File: src/design/ppx_pkg.sv
`timescale 1ns / 1ps
// ppx_pkg: shared types and constants for the precedence crossover block.
// No dependencies; imported by ppx_cell and permutation_precedence_crossover.
package ppx_pkg;

    localparam int SYM_BITS    = 3;   // bits per symbol
    localparam int FIELD_W     = 24;  // width of a packed parent or child
    localparam int FIELD_SYMS  = 8;   // symbols that fit in a packed field
    localparam int MASK_W      = 8;   // width of the choice mask

    typedef logic [SYM_BITS-1:0] t_sym;

    // Control and partial result carried from cell to cell.
    typedef struct packed {
        logic              valid;
        logic [MASK_W-1:0] mask;
        logic [FIELD_W-1:0] child;
    } t_beat;

endpackage

File: src/design/ppx_cell.sv
`timescale 1ns / 1ps
// ppx_cell: one link of the crossover chain; fills one child position.
// Depends on ppx_pkg.
module ppx_cell
    import ppx_pkg::*;
#(
    parameter int PERM_LENGTH = 8,
    parameter int POS         = 0
) (
    input  logic                   i_clk,
    input  logic                   i_rst_n,
    input  t_beat                  i_beat,
    input  t_sym                   i_sym_a [PERM_LENGTH],
    input  t_sym                   i_sym_b [PERM_LENGTH],
    input  logic [PERM_LENGTH-1:0] i_live_a,
    input  logic [PERM_LENGTH-1:0] i_live_b,
    output t_beat                  o_beat,
    output t_sym                   o_sym_a [PERM_LENGTH],
    output t_sym                   o_sym_b [PERM_LENGTH],
    output logic [PERM_LENGTH-1:0] o_live_a,
    output logic [PERM_LENGTH-1:0] o_live_b
);

    localparam int IDX_W = $clog2(PERM_LENGTH);
    localparam logic [PERM_LENGTH-1:0] ONE = {{(PERM_LENGTH-1){1'b0}}, 1'b1};

    logic [MASK_W-1:0]      w_mask_sh;
    logic                   w_take;
    t_sym                   w_own_sym [PERM_LENGTH];
    t_sym                   w_oth_sym [PERM_LENGTH];
    logic [PERM_LENGTH-1:0] w_own_live;
    logic [PERM_LENGTH-1:0] w_oth_live;
    logic                   w_found;
    logic [IDX_W-1:0]       w_j;
    t_sym                   w_sym;
    logic [PERM_LENGTH-1:0] w_own_next;
    logic [PERM_LENGTH-1:0] w_match;
    logic [PERM_LENGTH-1:0] w_oth_next;
    logic [FIELD_W-1:0]     w_put;

    t_beat                  r_beat, n_beat;
    t_sym                   r_sym_a [PERM_LENGTH];
    t_sym                   r_sym_b [PERM_LENGTH];
    logic [PERM_LENGTH-1:0] r_live_a, n_live_a;
    logic [PERM_LENGTH-1:0] r_live_b, n_live_b;

    // mask bits past the mask width read as zero (second parent)
    assign w_mask_sh = i_beat.mask >> POS;
    assign w_take    = w_mask_sh[0];

    always_comb begin
        for (int k = 0; k < PERM_LENGTH; k++) begin
            w_own_sym[k] = w_take ? i_sym_a[k] : i_sym_b[k];
            w_oth_sym[k] = w_take ? i_sym_b[k] : i_sym_a[k];
        end
        w_own_live = w_take ? i_live_a : i_live_b;
        w_oth_live = w_take ? i_live_b : i_live_a;

        // earliest live entry of the picked parent
        w_found = 1'b0;
        w_j     = '0;
        for (int k = PERM_LENGTH - 1; k >= 0; k--) begin
            if (w_own_live[k]) begin
                w_found = 1'b1;
                w_j     = IDX_W'(k);
            end
        end
        w_sym      = w_found ? w_own_sym[w_j] : '0;
        w_own_next = w_own_live;
        if (w_found) begin
            w_own_next[w_j] = 1'b0;
        end

        // strike the earliest live copy in the other parent
        for (int k = 0; k < PERM_LENGTH; k++) begin
            w_match[k] = w_found && w_oth_live[k] && (w_oth_sym[k] == w_sym);
        end
        w_oth_next = w_oth_live & ~(w_match & (~w_match + ONE));

        n_live_a = w_take ? w_own_next : w_oth_next;
        n_live_b = w_take ? w_oth_next : w_own_next;

        // positions beyond the packed field drop out of the shift
        w_put        = {{(FIELD_W-SYM_BITS){1'b0}}, w_sym} << (POS * SYM_BITS);
        n_beat       = i_beat;
        n_beat.child = i_beat.child | w_put;
    end

    always_ff @(posedge i_clk) begin
        if (!i_rst_n) begin
            r_beat.valid <= 1'b0;
        end else begin
            r_beat.valid <= n_beat.valid;
        end
        r_beat.mask  <= n_beat.mask;
        r_beat.child <= n_beat.child;
        r_sym_a      <= i_sym_a;
        r_sym_b      <= i_sym_b;
        r_live_a     <= n_live_a;
        r_live_b     <= n_live_b;
    end

    assign o_beat   = r_beat;
    assign o_sym_a  = r_sym_a;
    assign o_sym_b  = r_sym_b;
    assign o_live_a = r_live_a;
    assign o_live_b = r_live_b;

endmodule

File: src/design/permutation_precedence_crossover.sv
`timescale 1ns / 1ps
// permutation_precedence_crossover: top level, a chain of ppx_cell links.
// Depends on ppx_pkg and ppx_cell.
//
//  channel  | handshake          | payload
//  ---------+--------------------+------------------------------------------
//  input    | start / busy       | i_first_parent, i_second_parent,
//           |                    | i_choice_mask
//  result   | o_valid (strobe)   | o_child
//
// One beat is taken every cycle: busy stays low, since every cell hands its
// work on at each clock and nothing ever waits.
// Each cell registers its work; cell k fills child position k.
// Throughput is one child per cycle.
// Reset (i_rst_n low at a clock edge) clears the valid bit of each cell;
// parents, live bits and partial children are not reset.
// The receiver cannot stall; o_valid marks a one-cycle result.
module permutation_precedence_crossover
    import ppx_pkg::*;
#(
    parameter int PERM_LENGTH = 8
) (
    input  logic               i_clk,
    input  logic               i_rst_n,
    input  logic               start,
    output logic               busy,
    input  logic [FIELD_W-1:0] i_first_parent,
    input  logic [FIELD_W-1:0] i_second_parent,
    input  logic [MASK_W-1:0]  i_choice_mask,
    output logic               o_valid,
    output logic [FIELD_W-1:0] o_child
);

    // stage k feeds cell k; stage PERM_LENGTH is the chain output
    t_beat                  w_beat   [PERM_LENGTH+1];
    t_sym                   w_sym_a  [PERM_LENGTH+1][PERM_LENGTH];
    t_sym                   w_sym_b  [PERM_LENGTH+1][PERM_LENGTH];
    logic [PERM_LENGTH-1:0] w_live_a [PERM_LENGTH+1];
    logic [PERM_LENGTH-1:0] w_live_b [PERM_LENGTH+1];

    assign busy = 1'b0;

    // unpack parents; positions past the field read as symbol zero
    for (genvar k = 0; k < PERM_LENGTH; k++) begin : g_unpack
        if (k < FIELD_SYMS) begin : g_in
            assign w_sym_a[0][k] = i_first_parent[k*SYM_BITS +: SYM_BITS];
            assign w_sym_b[0][k] = i_second_parent[k*SYM_BITS +: SYM_BITS];
        end else begin : g_pad
            assign w_sym_a[0][k] = '0;
            assign w_sym_b[0][k] = '0;
        end
    end

    assign w_beat[0].valid = start;
    assign w_beat[0].mask  = i_choice_mask;
    assign w_beat[0].child = '0;
    assign w_live_a[0]     = '1;
    assign w_live_b[0]     = '1;

    for (genvar k = 0; k < PERM_LENGTH; k++) begin : g_chain
        ppx_cell #(
            .PERM_LENGTH (PERM_LENGTH),
            .POS         (k)
        ) u_cell (
            .i_clk    (i_clk),
            .i_rst_n  (i_rst_n),
            .i_beat   (w_beat[k]),
            .i_sym_a  (w_sym_a[k]),
            .i_sym_b  (w_sym_b[k]),
            .i_live_a (w_live_a[k]),
            .i_live_b (w_live_b[k]),
            .o_beat   (w_beat[k+1]),
            .o_sym_a  (w_sym_a[k+1]),
            .o_sym_b  (w_sym_b[k+1]),
            .o_live_a (w_live_a[k+1]),
            .o_live_b (w_live_b[k+1])
        );
    end

    assign o_valid = w_beat[PERM_LENGTH].valid;
    assign o_child = w_beat[PERM_LENGTH].child;

    // The first cell always finds a live entry, so it strikes one or two.
    a_first_strike: assert property (@(posedge i_clk) disable iff (!i_rst_n)
        w_beat[1].valid |->
            (($countones(w_live_a[1]) + $countones(w_live_b[1])) <= 2*PERM_LENGTH-1) &&
            (($countones(w_live_a[1]) + $countones(w_live_b[1])) >= 2*PERM_LENGTH-2))
        else $error("first cell struck a wrong number of entries");

    // Each cell strikes an own entry unless its parent is used up, so by the
    // end at least PERM_LENGTH entries are struck.
    a_end_strike: assert property (@(posedge i_clk) disable iff (!i_rst_n)
        o_valid |->
            (($countones(w_live_a[PERM_LENGTH]) + $countones(w_live_b[PERM_LENGTH]))
                <= PERM_LENGTH))
        else $error("too few entries struck at end of chain");

    // A result leaves the chain in the cycle after it left the next-to-last cell.
    a_chain_move: assert property (@(posedge i_clk) disable iff (!i_rst_n)
        w_beat[PERM_LENGTH-1].valid |=> o_valid)
        else $error("beat lost in the cell chain");

endmodule
File: config.mk
export PLATFORM = sky130hd
export DESIGN_NAME = permutation_precedence_crossover
export DESIGN_NICKNAME = d
export VERILOG_FILES = /design/src/design/ppx_pkg.sv /design/src/design/ppx_cell.sv /design/src/design/permutation_precedence_crossover.sv
export SDC_FILE = /design/constraint.sdc
export NUM_CORES = 1
export LEC_CHECK = 0
export BUFFER_PORTS_ARGS = -buffer_cell sky130_fd_sc_hd__buf_4
export CAP_MARGIN = 20
export CORE_MARGIN = 3
export CORE_UTILIZATION = 40
export DETAILED_ROUTE_END_ITERATION = 8
export MAX_ROUTING_LAYER = met4
export PLACE_DENSITY = 0.66
export SLEW_MARGIN = 20
export SYNTH_ARGS = -nofsm -noshare
export SYNTH_HDL_FRONTEND = slang
export SYNTH_SLANG_ARGS = --single-unit
export TNS_END_PERCENT = 100
File: constraint.sdc
create_clock -name i_clk -period 3.9 [get_ports i_clk]
set_input_delay 0.195 -clock i_clk [delete_from_list [all_inputs] [get_ports i_clk]]
set_output_delay 0.195 -clock i_clk [all_outputs]
set_load 0.02 [all_outputs]
# Word level (Yosys, flattened, before mapping)
# Cells that the tools add are included.
# totals
in_bits	59
ff_bits	683
ramBits	0
latchBits	0
romBits	0
n_memories	0
output_inout_bits	26
word_cells	682
# op_classes
reduce_logical	102
eq_ne	56
bitwise_logic	53
add_sub_neg	7
muxes	296
n_shift	0
magnitude_cmp	19
n_mul	0
n_div	0
# ops
cell	n
2-to-1 mux 3 bit	190
2-to-1 mux 8 bit	31
equality test 3 bit	56
NOT 8 bit	20
bitwise AND 8 bit	19
logical AND 1 bit	102
binary-select mux 3 bit (select 3 bit)	7
2-to-1 mux 1 bit	62
adder 8 x 1 -> 8 bit (second input constant)	7
greater-or-equal comparator 4 bit (second input constant)	7
NOT 3 -> 4 bit	7
< comparator 3 x 4 -> 1 bit (second input constant)	6
bitwise OR 24 x 12 -> 24 bit	1
bitwise OR 24 x 15 -> 24 bit	1
bitwise OR 24 x 18 -> 24 bit	1
bitwise OR 24 x 21 -> 24 bit	1
bitwise OR 24 bit	1
bitwise OR 24 x 9 -> 24 bit	1
demux 1 bit (select 3 bit)	6
greater-or-equal comparator 3 x 1 -> 1 bit (second input constant)	6
bitwise OR 3 x 6 -> 6 bit	1

# Logic depth before layout (Yosys ltp)
# Gate-level depths: netlist (run 1).
# logic_depth
word_depth	22
depth_mapped	16

# Modules after synthesis
# A second synthesis (run 1) with hierarchy kept.
# hier_totals
hier_cells	2587
hier_area_um2	29993.8
# modules_own_cells
mod	n_inst	cells_per_inst	area_per_inst_um2	seq_area_each_um2
ppx_cell	8	323	3747.3	1941.9
permutation_precedence_crossover	1	3	15.0	0.0

# Worst setup path before layout (run 1)
# OpenSTA, ideal clock, no wires.
# synth_timing
kind	register to register
start	register g_chain[4].u_cell.r_beat (netlist bit g_chain[4].u_cell.o_beat[29])
end	register g_chain[5].u_cell.r_live_a[7]
setup_slack_ns	0.354
n_path_buf	5
path_stages_with_launch	17
setup_ns	0.116
synth_period_minus_slack_ns	3.546
arrival_ns	3.430
path_cell_list	dfxtp_1 -> buf_6 -> or3b_4 -> a2bb2o_4 -> buf_6 -> or3_4 -> buf_6 -> and3_1 -> o32ai_1 -> a211oi_1 -> buf_4 -> xor2_1 -> and4_4 -> buf_6 -> nor4_4 -> nand4_2 -> o211a_1
# synth_between
elab_chain_len	22
word_cells_on_any_way	77
classes_between	add/sub (1); order compare (2); eq/ne (8); mux (42); bitwise (7); reduce/logical (17)
# synth_lines
element	line	text
from (decl)	ppx_cell.sv:41	t_beat r_beat, n_beat;
2-to-1 mux 8 bit	ppx_cell.sv:56	w_own_live = w_take ? i_live_a : i_live_b;
2-to-1 mux 3 bit (8 in series)	ppx_cell.sv:63	if (w_own_live[k]) begin
NOT 3 -> 4 bit (not written as such)	ppx_cell.sv:68	w_sym = w_found ? w_own_sym[w_j] : '0;
binary-select mux 3 bit (select 3 bit)	ppx_cell.sv:68	
2-to-1 mux 3 bit (not written as such) (2 in series)	ppx_cell.sv:68	
2-to-1 mux 3 bit	ppx_cell.sv:68	
equality test 3 bit	ppx_cell.sv:76	w_match[k] = w_found && w_oth_live[k] && (w_oth_sym[k] == w_sym);
logical AND 1 bit	ppx_cell.sv:76	
NOT 8 bit	ppx_cell.sv:78	w_oth_next = w_oth_live & ~(w_match & (~w_match + ONE));
adder 8 x 1 -> 8 bit	ppx_cell.sv:78	
bitwise AND 8 bit	ppx_cell.sv:78	
NOT 8 bit	ppx_cell.sv:78	
bitwise AND 8 bit	ppx_cell.sv:78	
2-to-1 mux 8 bit (*)	ppx_cell.sv:80	n_live_a = w_take ? w_own_next : w_oth_next;
net g_chain[5].u_cell.n_live_a[7]	ppx_cell.sv:44	logic [PERM_LENGTH-1:0] r_live_a, n_live_a;
to (signal assigned)	ppx_cell.sv:99	r_live_a <= n_live_a;
to (decl)	ppx_cell.sv:44	
# Mark *: on every way through the listed nets, which the timed path passes. The rest lies on a longest branch. The select of a mux whose other input is x is not followed.
# A chain may end at the register's enable or synchronous reset.

# Worst setup path after layout (run 1)
# layout_timing
start	register g_chain[2].u_cell.r_live_a[5]
end	register g_chain[3].u_cell.r_live_a[7]
# layout_between
elab_chain_len	20
word_cells_on_any_way	57
classes_between	add/sub (1); order compare (2); eq/ne (8); mux (22); bitwise (7); reduce/logical (17)
# layout_lines
element	line
from (decl)	ppx_cell.sv:44
from (signal assigned)	ppx_cell.sv:99
2-to-1 mux 8 bit	ppx_cell.sv:56
2-to-1 mux 3 bit (6 in series)	ppx_cell.sv:63
NOT 3 -> 4 bit (not written as such)	ppx_cell.sv:68
binary-select mux 3 bit (select 3 bit)	ppx_cell.sv:68
2-to-1 mux 3 bit (not written as such) (2 in series)	ppx_cell.sv:68
2-to-1 mux 3 bit	ppx_cell.sv:68
equality test 3 bit	ppx_cell.sv:76
logical AND 1 bit	ppx_cell.sv:76
NOT 8 bit	ppx_cell.sv:78
adder 8 x 1 -> 8 bit	ppx_cell.sv:78
bitwise AND 8 bit	ppx_cell.sv:78
NOT 8 bit	ppx_cell.sv:78
bitwise AND 8 bit	ppx_cell.sv:78
2-to-1 mux 8 bit (*)	ppx_cell.sv:80
net g_chain[3].u_cell.n_live_a[7]	ppx_cell.sv:44
to (signal assigned)	ppx_cell.sv:99
to (decl)	ppx_cell.sv:44
# Marked as above.

==> results.md, run 1 <==
* Switching pwr at 0.00626 W
* Area growth syn-to-layout at 24.4%
* Share of layout cells above drive strength 1 at 0.210
* ANT nets after route at 0
* Tmin final at 3.78 ns
* Fin nets at 2,428
* Crit path max fanout at 6
* Setup Skew at 0.0245 ns
* Post-Route WL at 66,700 um
* Synth top cells by count: 592 x dfxtp_1, 279 x mux2i_1, 115 x nor2_1, 98 x nand2_1, 92 x xor2_1
* Worst hold-check slack at 0.0297 ns
* FF+latch count, synth at 592
* PnR worst setup slack at 0.125 ns
* Worst-Skew Late Latency at 0.60 ns
* Die span in y at 245 um
* Worst-Margin Slew at 0.804 ns
* Num Clock Sinks at 592
* Initial antenna violation count at 0
* Slew Viols, Final at 0
* Drt first pass iters at 9
* Largest net degree at the start of global routing at 38
* Row cnt at 87
* N_diodes at 0
* Crit path kind: flip-flop to flip-flop
* Dominant cell type by area after synthesis: dfxtp_1
* Worst hold path class: input pin to flip-flop
* Clock power frac at 0.332
* Synth Cell Area at 0.0229 sq mm
* Ys Warns at 0
* Via count at 17.2k
* Gr ovfl total at 0
* Register area share after synthesis at 0.517
* All-Layer GR Usage at 0.226
* Buffers on Ports at 83
* WP data required at 4.43 ns
* Worst-path clk slew at 0.06 ns
* Unrepaired setup endpoints after global routing: false
* Synth area leaders: dfxtp_1 52%, mux2i_1 12%, xor2_1 3.5%, xnor2_1 3.2%, mux2_2 2.8%
* MaxCap Viol Count at 0
* Initial Util at 0.406
* Avg Inst Size Synth at 11.0 sq um
* Post-synthesis cell type count at 86
* Status: finished with violations
* CP dominant cell by count: buf_4
* Leakage power at 12.1 nW
* Htree depth at 3
* DR vias/cell at 5.41
* Number of synthesized flops with an enable pin at 0
* Dpl ws at -0.556 ns
* Worst path slowest cell: or4_1
* Area share of the leading cell type in the synthesized netlist at 0.517
* Sw frac at 0.314
* Pwr/cell area at 701 mW/mm^2
* Fin crit share at 0.968
* Flop2flop setup slack at 0.12 ns
* Die area at 0.0602 sq mm
* Initial DRC count at 1,212
* Root buf cell: clkbuf_16
* Hpwl dp at 51,300 um
* Vias in the first global route at 17.5k
* Top-count cell post-synth: dfxtp_1
* Drt drc at 2
* Startpoint types: flip-flop
* Failing checks: design-rule violations
* Syn Nets at 2,148
* Gp weighted congestion at 1.01
* Wire per inst at 21.0 um
* Worst rel slew slack at 0.463
* Syn Inst Count at 2,089
* TritonCTS Buffers at 66
* CP max stage delay at 0.59 ns
* FMAX at 0.265 GHz
* Final Hold Vio Count at 0
* Layout Cells excl Fill at 3,175
* Most used flip-flop cell after synthesis: dfxtp_1
* CP Cell Sequence: nor2_1, a221o_1, a221oi_4, buf_4, buf_4, mux4_2, nor3_1, nor3_1, buf_4, xnor2_1, or4_1, nand3_1, nand2b_2, o311a_1
* Maximum clock insertion buffer count at 3
* Reg power frac at 0.381
* First-pass GRT wire length at 102,000 um
* Ys async rst share at 0
* Worst path arrival time at 4.30 ns
* CP endpoint kind: flip-flop
* IO Pins at 85
* CTS tree: done
* Placed Cells at 2,992
* Comb power frac at 0.286
* Peak supply drop at 408 uV
* Final setup violation count at 0
* Core Region at 0.0565 sq mm
* Pint at 0.0137 W
* Die W at 245 um
## power by group through the flow
stage	clock (W)	sequential, W	combinational, W
3_5_place_dp	0	0.00774	0.00548
4_1_cts	0.00679	0.00761	0.00560
2_1_floorplan	0	0.00756	0.00345
5_1_grt	0.00702	0.00771	0.00614
6_report	0.00664	0.00761	0.00572
3_3_place_gp	0	0.00772	0.00543
## repair_timing
item,CTS,global route
buffers inserted,4,3
hold endpoints to repair,64,0
hold buffers,58,0
pin swaps,2,1
resized for setup,18,16
setup endpoints to repair,21,29
## layout by cell type, fill, tap and decap left out, drive strengths merged, types with 42 or more instances in the layout
| cell | instances |
|---|---|
| mux2i | 279 |
| mux2 | 57 |
| buf | 251 |
| nand2 | 98 |
| xor2 | 92 |
| nor3 | 56 |
| nand3 | 64 |
| a21oi | 42 |
| inv | 45 |
| xnor2 | 84 |
| dlygate4sd3 | 58 |
| clkbuf | 87 |
| dfxtp | 592 |
| nor2 | 117 |
## cell families (layout without fill, tap and decap cells)
kind of cell              count (synthesis)  in the layout  share of synthesized area
buffers and inverters                   141            471                     0.0272
muxes                                   356            356                      0.169
AOI/OAI and AO/OA                       298            298                     0.0998
DFF                                     592            592                      0.517
and+or+nand+nor                         525            525                      0.119
other                                     1              1                   0.000164
xor gates and xnor gates                176            176                     0.0672
## worst paths after layout
path / cells past startpoint / start / to
hold reg to reg: 0 / g_chain[4].u_cell.o_beat[11] / g_chain[5].u_cell.o_beat[11]
setup reg to reg: 14 / g_chain[2].u_cell.o_live_a[5] / g_chain[3].u_cell.o_live_a[7]
setup / recovery: 14 / g_chain[2].u_cell.o_live_a[5] / g_chain[3].u_cell.o_live_a[7]
hold / removal: 3 / i_choice_mask[0] / g_chain[0].u_cell.o_beat[0]
## layout make-up
class	instances	area, sq um
fillers	4962	28000
inverters	43	161
multi-input cells	1356	10600
flip-flops and latches	592	11900
clock buffers	86	1840
well taps	756	946
clock inverters	32	524
repair buffers	310	2510
## metal layers
metal | wire [um] | up-vias | global-route usage
met2 | 33100 | 658 | 0.392
met3 | 3170 | 207 | 0.0350
met4 | 3810 | 0 | 0.113
met1 | 26600 | 8215 | 0.254
met5 | 0 | - | -
li1 | - | 8106 | -
## critical path, delay by kind of cell (launching register included)
kind	cells	cell delay (ns)
AND/OR/NAND/NOR	6	1.43
AO/OA/AOI/OAI	3	0.85
flip-flops	1	0.49
buffers and inverters	3	0.47
multiplexers	1	0.35
XOR/XNOR	1	0.12
## metrics by stage
stage               utilization  TNS, ns  power, W  area (sq um)
floorplan                     -        0    0.0110         22900
global placement          0.448    -6.11    0.0132         25300
detailed placement        0.448    -5.70    0.0132         25300
CTS                       0.503        0    0.0200         28400
global route              0.505        0    0.0209         28500
finish                    0.505        0    0.0200         28500
## state kept, by name, indices dropped and copies added, names as in the netlist
register                 cells
g_chain.u_cell.o_sym_a     168
g_chain.u_cell.o_sym_b     168
g_chain.u_cell.o_beat      144
g_chain.u_cell.o_live_a     56
g_chain.u_cell.o_live_b     56
(Power assumes the default switching activity.)
==> inputs of run 2 (changes only) <==
--- a/config.mk
+++ b/config.mk
@@ -11,7 +11,7 @@
 export CORE_UTILIZATION = 40
 export DETAILED_ROUTE_END_ITERATION = 8
 export MAX_ROUTING_LAYER = met4
-export PLACE_DENSITY = 0.66
+export PLACE_DENSITY_LB_ADDON = 0.08
 export SLEW_MARGIN = 20
 export SYNTH_ARGS = -nofsm -noshare
 export SYNTH_HDL_FRONTEND = slang
==> results.md, run 2 (synthesis results as in run 1) <==
* Switching pwr at 0.00627 W
* CP endpoint kind: flip-flop
* All-Layer GR Usage at 0.244
* Setup Skew at 0.0246 ns
* Met1 global-route usage at 0.283
* Peak supply drop at 352 uV
* Commonest non-fill, non-tap cell in the layout: dfxtp_1
* Worst rel slew slack at 0.344
* Gr ovfl total at 0
* Worst-path clk slew at 0.06 ns
* Pwr Total at 0.0195 W
* Initial antenna violation count at 0
* Final setup violation count at 0
* Row cnt at 87
* N_diodes at 0
* Initial Util at 0.406
* Die W at 245 um
* Crit path kind: flip-flop to flip-flop
* Share of layout cells above drive strength 1 at 0.209
* Post-Route WL at 71,700 um
* Die span in y at 245 um
* Comb power frac at 0.295
* Fill count at 5,085
* Fin crit share at 0.960
* Area growth syn-to-layout at 23.1%
* WP data required at 4.44 ns
* GRT busiest layer: met2
* Drt first pass iters at 5
* Worst hold path class: input pin to flip-flop
* Vias in the first global route at 17.3k
* Status: finished clean
* IO Pins at 85
* Worst-Skew Late Latency at 0.62 ns
* PnR worst setup slack at 0.155 ns
* Buffers on Ports at 83
* Leakage power at 11.9 nW
* Num Clock Sinks at 592
* Pwr/cell area at 689 mW/mm^2
* Drt drc at 0
* CTS tree: done
* Slew Viols, Final at 0
* Fin nets at 2,419
* MaxCap Viol Count at 0
* Most frequent cells in the layout: 585 x dfxtp_1, 279 x mux2i_1, 245 x buf_4
* Pint at 0.0132 W
* Wire per inst at 22.6 um
* Sw frac at 0.322
* Reg power frac at 0.392
* Gp weighted congestion at 0.946
* Largest net degree at the start of global routing at 48
* Unrepaired setup endpoints after global routing: false
* DR vias/cell at 5.30
* ANT nets after route at 0
* Grt met3 use at 0.0314
* Final Hold Vio Count at 0
* Hpwl dp at 56,800 um
* Maximum clock insertion buffer count at 3
* Initial DRC count at 1,095
* Dpl ws at -0.168 ns
* Htree depth at 2
* First-pass GRT wire length at 108,000 um
* Via count at 16.8k
* Startpoint types: flip-flop
* Crit path max fanout at 30
* Tmin final at 3.75 ns
* FMAX at 0.267 GHz
* TritonCTS Buffers at 61
* Worst path arrival time at 4.28 ns
* Worst-Margin Slew at 0.984 ns
* Core Region at 0.0565 sq mm
* Root buf cell: clkbuf_16
* Clock power frac at 0.313
* GR Layer Usage met2 at 0.430
* Die area at 0.0602 sq mm
[run 2: cell count changes in the layout (fill, tap and decap cells not counted), moves of 3 or more]
| cell | before | now |
|---|---|---|
| clkinvlp_4 | 2 | 9 |
| nor3_2 | 0 | 3 |
| bufinv_16 | 12 | 8 |
| nor4_2 | 2 | 6 |
| clkbuf_16 | 68 | 63 |
| nor3b_2 | 4 | 1 |
| nor3b_1 | 5 | 8 |
| clkbuf_1 | 11 | 8 |
[run 2: through the flow]
step	hold slack, ns	cells	utilization	TNS [ns]	cell area (sq um)
after CTS	0.0110	3162	0.497	0	28100
after floorplan	0.223	2089	-	0	22900
final	0.0439	3167	0.500	0	28200
after global routing	0.0346	3167	0.500	0	28200
after global placement	0.301	2990	0.448	-1.18	25300
after detailed placement	0.301	2990	0.448	-0.576	25300
[run 2: what timing repair did]
action / 4_1_cts / 5_1_grt
setup buffers: 0 / 5
endpoints found under the setup margin: 18 / 30
resized for setup: 5 / 25
hold endpoints to repair: 65 / 0
hold buffers: 58 / 0
pin swaps: 0 / 3
[run 2: final timing paths]
| kind | from | to | slack [ns] | depth (start not counted) |
|---|---|---|---|---|
| max | g_chain[2].u_cell.o_live_a[3] | g_chain[3].u_cell.o_live_a[7] | 0.15 | 12 |
| min | i_choice_mask[0] | g_chain[0].u_cell.o_beat[0] | 0.04 | 4 |
| max reg2reg | g_chain[2].u_cell.o_live_a[3] | g_chain[3].u_cell.o_live_a[7] | 0.15 | 12 |
| min reg2reg | g_chain[5].u_cell.o_beat[3] | g_chain[6].u_cell.o_beat[3] | 0.32 | 0 |
[run 2: worst max-delay path, cell delays in order (launching register included)]
cell and delay (ns):
dfxtp_1 0.43, inv_1 0.11, a221o_1 0.33, a221oi_2 0.33, buf_12 0.23, mux2i_1 0.33, o22ai_1 0.14, nor3_2 0.34
xnor2_1 0.12, or4_1 0.58, nand3_1 0.17, nand2b_1 0.27, o311a_1 0.27
[run 2: per-layer routing]
layer	routed length, um	vias to the layer above
li1	-	8104
met1	29600	8111
met2	36500	433
met3	2610	136
met4	2990	0
met5	0	-
[run 2: area by class of cell]
| cell class | instances | area, sq um | area share |
|---|---|---|---|
| Tap cell | 756 | 946 | 0.0335 |
| Sequential cell | 592 | 11900 | 0.421 |
| Clock inverter | 35 | 430 | 0.0153 |
| Clock buffer | 79 | 1720 | 0.0608 |
| Inverter | 43 | 161 | 0.00572 |
| Timing Repair Buffer | 306 | 2470 | 0.0876 |
| Multi-Input combinational cell | 1356 | 10600 | 0.376 |
[run 2: power groups by stage]
stage          clock network, W  registers [W]  logic [W]
2_1_floorplan                 0        0.00756    0.00345
3_3_place_gp                  0        0.00776    0.00557
3_5_place_dp                  0        0.00777    0.00553
4_1_cts                 0.00624        0.00765    0.00562
5_1_grt                 0.00649        0.00774    0.00618
6_report                0.00609        0.00763    0.00574
==> inputs of run 3 (changes only) <==
--- a/config.mk
+++ b/config.mk
@@ -5,11 +5,11 @@
 export SDC_FILE = /design/constraint.sdc
 export NUM_CORES = 1
 export LEC_CHECK = 0
-export BUFFER_PORTS_ARGS = -buffer_cell sky130_fd_sc_hd__buf_4
 export CAP_MARGIN = 20
 export CORE_MARGIN = 3
 export CORE_UTILIZATION = 40
 export DETAILED_ROUTE_END_ITERATION = 8
+export DONT_BUFFER_PORTS = 1
 export MAX_ROUTING_LAYER = met4
 export PLACE_DENSITY_LB_ADDON = 0.08
 export SLEW_MARGIN = 20
==> results.md, run 3 (synthesis results as in run 1) <==
* Status: finished clean
* CTS tree: done
* Hold path depth at 4
* Worst-path clk slew at 0.05 ns
* Die area at 0.0602 sq mm
* Critical register-to-register path endpoint: g_chain[2].u_cell.o_live_b[7]
* Root buf cell: clkbuf_16
* FMAX at 0.268 GHz
* Worst path arrival time at 4.27 ns
* Final Hold Vio Count at 0
* Worst rel slew slack at 0.493
* Worst Path Buf+Inv at 2
* DR vias/cell at 5.36
* Drt first pass iters at 5
* Final setup violation count at 0
* Final Util at 0.488
* Fin crit share at 0.957
* Num Clock Sinks at 592
* Via count at 16.5k
* Vias in the first global route at 16.5k
* Gr ovfl total at 0
* First-pass GRT wire length at 104,000 um
* Core Region at 0.0565 sq mm
* Commonest non-fill, non-tap cell in the layout: dfxtp_1
* Pwr/cell area at 698 mW/mm^2
* Die W at 245 um
* Share of layout cells above drive strength 1 at 0.176
* Worst path slowest cell: or4_1
* CP dominant cell by count: buf_4
* Post-Route WL at 70,100 um
* IO Pins at 85
* Drt drc at 0
* Setup Skew at 0.0238 ns
* CP max stage delay at 0.60 ns
* Worst-Skew Late Latency at 0.60 ns
* Slew Viols, Final at 0
* Fin nets at 2,330
* Wire per inst at 22.8 um
* Initial antenna violation count at 0
* Flop2flop setup slack at 0.17 ns
* Crit path max fanout at 16
* Worst hold path class: input pin to flip-flop
* Initial Util at 0.406
* Hpwl dp at 54,700 um
* Most frequent cells in the layout: 586 x dfxtp_1, 278 x mux2i_1, 152 x buf_4
* TritonCTS Buffers at 66
* WP data required at 4.43 ns
* CP top delay family: simple AND/OR/NAND/NOR gates
* N_diodes at 0
* Crit path kind: flip-flop to flip-flop
* All-Layer GR Usage at 0.237
* Die span in y at 245 um
* Tmin final at 3.73 ns
* Worst-Margin Slew at 0.758 ns
* Buffers on Ports at 0
* Row cnt at 87
* Worst hold-check slack at 0.0393 ns
* CP endpoint kind: flip-flop
* Setup crit start: g_chain[1].u_cell.o_beat[26]
* MaxCap Viol Count at 0
* Worst R2R Path Depth at 13
* Area growth syn-to-layout at 20.3%
* Peak supply drop at 307 uV
* Largest net degree at the start of global routing at 41
* Initial DRC count at 998
* Htree depth at 3
* Gp weighted congestion at 0.915
* Startpoint types: flip-flop
* Maximum clock insertion buffer count at 3
* CP Cell Sequence: or3b_1, o31a_1, o211ai_1, buf_4, o221ai_1, mux2i_1, o211ai_2, xor2_1, or4_1, nor4b_2, buf_4, nand3_1, o311a_1
* Critical path depth at 13
* Crit Reg-Reg Startpoint: g_chain[1].u_cell.o_beat[26]
* ANT nets after route at 0
* Leakage power at 11.5 nW
* Setup crit end: g_chain[2].u_cell.o_live_b[7]
run 3: cell count changes in the layout (fill, tap and decap cells not counted), sizes merged:
cell      delta
buf         -94
bufinv       -6
clkbuf      +20
clkinv       +1
clkinvlp     -7
inv          -5
run 3: through the flow:
step	instances	instance area (sq um)	power, W	TNS (ns)	worst slack (ns)
finish	3076	27600	0.0192	0	0.167
global route	3076	27600	0.0202	-0.0993	-0.0550
CTS	3062	27300	0.0192	0	0.00296
detailed placement	2887	24500	0.0130	-0.233	-0.0748
global placement	2887	24500	0.0130	-0.128	-0.0821
floorplan	2089	22900	0.0110	0	0.354
run 3: final cells by class:
cell class	instances	area [sq um]
tap	756	946
sequential	592	11900
timing repair buffer	212	1750
multi-input combinational	1356	10700
clock buffer	99	1990
fill	5169	28900
inverter	43	161
clock inverter	18	209
run 3: how the worst min path moves through the flow:
stage	startpoint	endpoint	slack (ns)
6_report	i_first_parent[5]	g_chain[0].u_cell.o_live_a[1]	0.04
3_3_place_gp	i_choice_mask[1]	g_chain[0].u_cell.o_beat[25]	0.22
5_1_grt	i_choice_mask[0]	g_chain[0].u_cell.o_live_a[7]	0.05
3_5_place_dp	i_choice_mask[1]	g_chain[0].u_cell.o_beat[25]	0.22
2_1_floorplan	i_choice_mask[1]	g_chain[0].u_cell.o_beat[25]	0.22
4_1_cts	i_second_parent[18]	g_chain[0].u_cell.o_live_b[6]	0.004
run 3: report_power, final:
part | switching (W) | internal, W | leakage [nW]
clock | 0.00244 | 0.00367 | 1.08
sequential | 0.000816 | 0.00696 | 4.98
combinational | 0.00293 | 0.00242 | 5.48
run 3: metal layers:
metal	wire length (um)	share of wire	track usage
met3	2820	0.040	0.0327
met2	35900	0.51	0.415
met5	0	0	-
met1	28800	0.41	0.274
met4	2620	0.037	0.0973
run 3: tightest hold or removal path, stage by stage:
cell and delay [ns]:
xor2_1 0.12, nor4_1 0.07, a21o_1 0.17, nand2_1 0.05
run 3: repair_timing:
action                                  in CTS  in global routing
endpoints found under the setup margin      10                 50
pin swaps                                    0                  7
buffers inserted                             0                 14
resized for setup                            5                 25
endpoints found under the hold margin       81                  0
hold buffers                                58                  0
